==> src/rtl/text_console_writer_defines.svh <==
// text_console_writer_defines.svh: assertion macros for the text console rtl
// depends on nothing; expects clock and reset signals in the module that uses it
`ifndef TEXT_CONSOLE_WRITER_DEFINES_SVH
`define TEXT_CONSOLE_WRITER_DEFINES_SVH

// same-cycle implication, checked outside reset
`define TCW_ASSERT_IMP(label, ante, cons, msg) \
   label: assert property (@(posedge clock) disable iff (reset) (ante) |-> (cons)) \
      else $error(msg);

// next-cycle implication, checked outside reset
`define TCW_ASSERT_NXT(label, ante, cons, msg) \
   label: assert property (@(posedge clock) disable iff (reset) (ante) |=> (cons)) \
      else $error(msg);

`endif

==> src/rtl/tcw_pkg.sv <==
// tcw_pkg: shared constants, codes and controller/datapath structs
// for the text console writer; no dependencies
`timescale 1ns / 1ps

package tcw_pkg;

   localparam int DEF_COLUMNS = 80;
   localparam int DEF_ROWS    = 25;

   // port widths fixed by the interface
   localparam int MODE_W     = 2;
   localparam int CHAR_W     = 8;
   localparam int COL_PORT_W = 7;
   localparam int ROW_PORT_W = 5;
   localparam int LIN_PORT_W = 11;
   localparam int ATTR_W     = 8;
   localparam int CELL_W     = CHAR_W + ATTR_W;

   localparam logic [CHAR_W-1:0] CH_NEWLINE   = 8'h0A;
   localparam logic [CHAR_W-1:0] CH_BACKSPACE = 8'h08;
   localparam logic [CHAR_W-1:0] CH_SPACE     = 8'h20;
   localparam logic [ATTR_W-1:0] RESET_ATTR   = 8'h07;

   typedef enum logic [MODE_W-1:0] {
      MODE_PUT   = 2'd0,
      MODE_CLEAR = 2'd1,
      MODE_SET   = 2'd2,
      MODE_READ  = 2'd3
   } mode_type;

   typedef enum logic [2:0] {
      CUR_HOLD,
      CUR_ADVANCE,
      CUR_NEWLINE,
      CUR_BACK,
      CUR_SET,
      CUR_HOME,
      CUR_BOTTOM
   } cur_op_type;

   typedef enum logic [1:0] {
      SWEEP_INIT,
      SWEEP_CLEAR,
      SWEEP_SCROLL
   } sweep_kind_type;

   typedef struct packed {
      logic           load_req;
      cur_op_type     cur_op;
      logic           wr_char;
      logic           wr_blank_back;
      logic           rd_cell;
      logic           sweep_start;
      sweep_kind_type sweep_kind;
      logic           set_scrolled;
   } cmd_type;

   typedef struct packed {
      mode_type mode;
      logic     is_newline;
      logic     is_backspace;
      logic     at_last_col;
      logic     at_last_row;
      logic     sweep_done;
   } status_type;

endpackage

==> src/rtl/tcw_ctrl.sv <==
// tcw_ctrl: command sequencer for the text console writer
// depends on tcw_pkg and text_console_writer_defines.svh
`timescale 1ns / 1ps
`include "text_console_writer_defines.svh"

module tcw_ctrl (
   input  logic               clock,
   input  logic               reset,
   input  logic               start,
   output logic               busy,
   output logic               rsp_valid,
   input  tcw_pkg::status_type status_i,
   output tcw_pkg::cmd_type    cmd_o
);

   typedef enum logic [2:0] {
      ST_INIT,
      ST_INIT_WAIT,
      ST_IDLE,
      ST_EXEC,
      ST_SWEEP,
      ST_RESP
   } state_type;

   state_type state_ff, state_in;
   logic      busy_ff;
   logic      rsp_valid_ff;
   logic      accept;

   assign accept    = start && !busy_ff;
   assign busy      = busy_ff;
   assign rsp_valid = rsp_valid_ff;

   always_comb begin
      state_in          = state_ff;
      cmd_o             = '0;
      cmd_o.cur_op      = tcw_pkg::CUR_HOLD;
      cmd_o.sweep_kind  = tcw_pkg::SWEEP_INIT;
      case (state_ff)
         ST_INIT: begin
            cmd_o.sweep_start = 1'b1;
            cmd_o.sweep_kind  = tcw_pkg::SWEEP_INIT;
            state_in          = ST_INIT_WAIT;
         end
         ST_INIT_WAIT: begin
            if (status_i.sweep_done) begin
               state_in = ST_IDLE;
            end
         end
         ST_IDLE: begin
            if (accept) begin
               cmd_o.load_req = 1'b1;
               state_in       = ST_EXEC;
            end
         end
         ST_EXEC: begin
            state_in = ST_RESP;
            case (status_i.mode)
               tcw_pkg::MODE_PUT: begin
                  if (status_i.is_newline) begin
                     if (status_i.at_last_row) begin
                        cmd_o.sweep_start  = 1'b1;
                        cmd_o.sweep_kind   = tcw_pkg::SWEEP_SCROLL;
                        cmd_o.cur_op       = tcw_pkg::CUR_BOTTOM;
                        cmd_o.set_scrolled = 1'b1;
                        state_in           = ST_SWEEP;
                     end else begin
                        cmd_o.cur_op = tcw_pkg::CUR_NEWLINE;
                     end
                  end else if (status_i.is_backspace) begin
                     cmd_o.wr_blank_back = 1'b1;
                     cmd_o.cur_op        = tcw_pkg::CUR_BACK;
                  end else begin
                     cmd_o.wr_char = 1'b1;
                     // wrap off the last cell scrolls
                     if (status_i.at_last_col && status_i.at_last_row) begin
                        cmd_o.sweep_start  = 1'b1;
                        cmd_o.sweep_kind   = tcw_pkg::SWEEP_SCROLL;
                        cmd_o.cur_op       = tcw_pkg::CUR_BOTTOM;
                        cmd_o.set_scrolled = 1'b1;
                        state_in           = ST_SWEEP;
                     end else begin
                        cmd_o.cur_op = tcw_pkg::CUR_ADVANCE;
                     end
                  end
               end
               tcw_pkg::MODE_CLEAR: begin
                  cmd_o.sweep_start = 1'b1;
                  cmd_o.sweep_kind  = tcw_pkg::SWEEP_CLEAR;
                  cmd_o.cur_op      = tcw_pkg::CUR_HOME;
                  state_in          = ST_SWEEP;
               end
               tcw_pkg::MODE_SET: begin
                  cmd_o.cur_op = tcw_pkg::CUR_SET;
               end
               tcw_pkg::MODE_READ: begin
                  cmd_o.rd_cell = 1'b1;
               end
               default: begin
                  state_in = ST_RESP;
               end
            endcase
         end
         ST_SWEEP: begin
            if (status_i.sweep_done) begin
               state_in = ST_RESP;
            end
         end
         ST_RESP: begin
            state_in = ST_IDLE;
         end
         default: begin
            state_in = ST_IDLE;
         end
      endcase
   end

   always_ff @(posedge clock) begin
      if (reset) begin
         state_ff     <= ST_INIT;
         busy_ff      <= 1'b1;
         rsp_valid_ff <= 1'b0;
      end else begin
         state_ff     <= state_in;
         busy_ff      <= (state_in != ST_IDLE);
         rsp_valid_ff <= (state_in == ST_RESP);
      end
   end

   `TCW_ASSERT_NXT(a_rsp_single, rsp_valid_ff, !rsp_valid_ff, "result strobe longer than one cycle")
   `TCW_ASSERT_NXT(a_accept_busy, accept, busy_ff, "not busy after accepting a word")
   `TCW_ASSERT_IMP(a_rsp_while_busy, rsp_valid_ff, busy_ff, "result strobe while idle")
   `TCW_ASSERT_IMP(a_sweep_done_state, status_i.sweep_done,
      (state_ff == ST_SWEEP) || (state_ff == ST_INIT_WAIT), "sweep ended outside a sweep wait")

endmodule

==> config.mk <==
export PLATFORM = sky130hd
export DESIGN_NAME = tcw_ctrl
export DESIGN_NICKNAME = d
export VERILOG_FILES = /design/src/rtl/tcw_pkg.sv /design/src/rtl/tcw_ctrl.sv
export VERILOG_INCLUDE_DIRS = /design/src /design/src/rtl
export SDC_FILE = /design/constraint.sdc
export NUM_CORES = 1
export LEC_CHECK = 0
export ABC_AREA = 1
export ABC_CLOCK_PERIOD_IN_PS = 950
export BUFFER_PORTS_ARGS = -buffer_cell sky130_fd_sc_hd__buf_2
export CORE_AREA = 2 2 39 41
export DETAILED_ROUTE_END_ITERATION = 8
export DIE_AREA = 0 0 41 43
export PLACE_DENSITY_LB_ADDON = 0.12
export SLEW_MARGIN = 20
export SYNTH_ARGS = -nofsm -noshare
export SYNTH_HDL_FRONTEND = slang
export SYNTH_SLANG_ARGS = --single-unit
==> constraint.sdc <==
create_clock -name clock -period 0.95 [get_ports clock]
set_input_delay 0.19 -clock clock [delete_from_list [all_inputs] [get_ports clock]]
set_output_delay 0.19 -clock clock [all_outputs]
set_load 0.005 [all_outputs]
==> results.yml <==
synth:
  ys_warn_count: 0
  yosysSeqAreaShare_pct: 22.92
  yosysTopAreaCell: "dfxtp_1"
  synth_cell_type_count: 17
  synth_fp_nets: 77
  synth.cell_area_um2: 436.7
  syn_avg_cell_area_um2: 6.931
  synth_cells: 63
  synth_top_area_share_pct: 22.92
  ys_ff_latch: 5
  synth_area_leaders: "dfxtp_1, ha_1, nand2_1"
timing:
  hold_viol_final: 0
  setup_violations: 16
  finalClockSkew_ns: 0.004782
  finalCritPeriodShare_pct: 138.7
  fmax_mhz: 758.7
  timing.final.ws_setup_ns: -0.3680
  grt_setup_unrepaired: "true"
  fin_crit_ns: 1.318
  relSlewSlack_pct: 85.19
  worst_slew_pin_slew_ns: 0.2214
  maxSlewViolCount: 0
detailed_routing:
  viasPerCell: 4.508
  wirelength_um: 1167
  num_vias: 568
  drc: 0
  wl_per_cell_um: 9.262
  first_pass_iters: 4
  detail-route-antenna-nets: 0
  drt_iter0_markers: 4
place:
  hpwl_um: 884.3
  dp.cells: 116
  place_area_um2: 709.4
  routabilityCongestion: 0.6553
  pre_cts_ws_ns: -0.2876
  io_buffers: 22
pwr:
  leakagePower_nw: 0.4453
  max-vdd-ir-drop_mv: 0.5441
  power_density_nw_per_um2: 1135
min_path:
  hold_depth: 2
  hold_path_class: "input port to flop"
floorplanning:
  core_area_um2: 1384
  die_y_um: 43
  initial_core_util_pct: 31.56
  die_w_um: 41
  die_area_um2: 1763
  io_pins: 23
  fp-row-count: 14
worst_setup_path:
  rr_worst_depth: 9
  cpMaxStageDelayCell: "dfxtp_2"
  path_buf_inv: 3
  cp_slowest_stage_delay_ns: 0.32
  crit_required_ns: 0.76
  crit_top_cell: "nand3_4"
  worstPathMaxFanout: 5
  worstSetupPathType: "flop to output port"
  cp.arrival_ns: 1.13
  cp_num_cells: 6
  cp-end-kind: "output port"
  startpoint_type: "flop"
  crit_family: "flip-flops"
  path_cells: "inv_2, nand3_4, clkinv_4, nand3_4, a21oi_2, buf_2"
clock_network:
  cts_buffers: 3
  clkLatencyLatePin_ns: 0.24
  root_buffer: "clkbuf_4"
  holdBufCountCts: 0
  path_clk_slew_ns: 0.04
  cts.sinks: 5
  cts_tree: "built"
  cts-htree-levels: 1
  clockBufferDepth: 2
final_layout:
  area_delta_synth_final_pct: 98.57
  antennaDiodeCount: 0
  final_nets: 125
  final_util_pct: 62.66
  drive_gt1_share_pct: 68.18
  final_area_um2: 867.1
  layout_commonest_cell: "buf_2"
  fin_cells: 126
  most-common-layout-cells: "buf_2, buf_4, nor2_1, buf_6"
grt:
  antenna_found_initial: 0
  grt.total_usage_pct: 15.82
  grt.overflow.total: 0
  grt_pass1_wl_um: 1904
  grt_max_degree: 6
  grt_pass1_vias: 538
job:
  drv_cap: 0
status:
  status: "finished with violations"
  violations: "negative setup slack"
[through the flow]
stage / setup TNS [ns] / power, mW / hold WS (ns)
2_1_floorplan: -0.09491 / 0.4432 / 0.2451
3_3_place_gp: -1.983 / 0.5977 / 0.4082
3_5_place_dp: -2.160 / 0.6024 / 0.4075
4_1_cts: -4.861 / 0.9700 / 0.1473
5_1_grt: -5.721 / 1.053 / 0.1707
6_report: -4.739 / 0.9839 / 0.1611
[per-layer routing]
metal | GRT usage (%) | part of all wire, % | wire length [um] | vias to the layer above
met5 | 0 | 0 | 0 | -
met4 | 10.00 | 0.77 | 9 | 0
met3 | 1.571 | 3.7 | 43 | 2
met2 | 30.00 | 62 | 724 | 12
met1 | 14.01 | 33 | 389 | 261
li1 | - | - | - | 293
[cell usage after synthesis]
master / instances
nor4_1: 1
nand3_1: 3
nor3_2: 1
nand3b_1: 3
clkinv_2: 1
dfxtp_1: 5
nor2_2: 3
nor2_1: 10
inv_2: 1
o21ai_1: 2
nand2_2: 1
nand2_1: 11
ha_1: 4
inv_1: 9
nand3_4: 2
a21oi_1: 3
a21oi_2: 3
[worst reg2reg max path, delay by kind of cell (launching register included)]
family / cells / cell delay [ns]
buf+inv: 5 / 0.45
flops: 1 / 0.33
simple gates: 4 / 0.37
[flip-flops by register name, summed over array words and instances, names as in the netlist]
name	count
busy	1
rsp_valid	1
state_ff	3
[cell families after synthesis]
logic type	share of synthesized area, %
adders and majority gates	11.46
DFF	22.92
buffers and inverters	9.740
and+or+nand+nor	44.13
AOI/OAI and AO/OA	11.75
[final timing paths]
path                             to  slack, ns                   start
max reg2reg         busy$_SDFF_PP1_      -0.31  state_ff[2]$_SDFF_PP0_
max                        cmd_o[9]      -0.37  state_ff[2]$_SDFF_PP0_
min          state_ff[0]$_SDFF_PP0_       0.16                   reset
min reg2reg  state_ff[2]$_SDFF_PP0_       0.61  state_ff[2]$_SDFF_PP0_
[final cells by class]
class,instances,area (um^2)
clock buffer,4,26.28
fill,132,516.7
sequential,5,110.1
tap,16,20.02
multi-input combinational,47,364.1
inverter,11,46.29
timing repair buffer,43,300.3
[power breakdown]
| part | switching [mW] | internal, mW | total (mW) |
|---|---|---|---|
| clock network | 0.0845 | 0.159 | 0.243 |
| registers | 0.0309 | 0.246 | 0.277 |
| logic | 0.219 | 0.245 | 0.464 |
[repair_timing]
item	4_1_cts	5_1_grt
endpoints found under the setup margin	14	16
resized for setup	15	11
pin swaps	8	5
cloned	0	0
setup buffers	6	1
(Power assumes the default switching activity.)
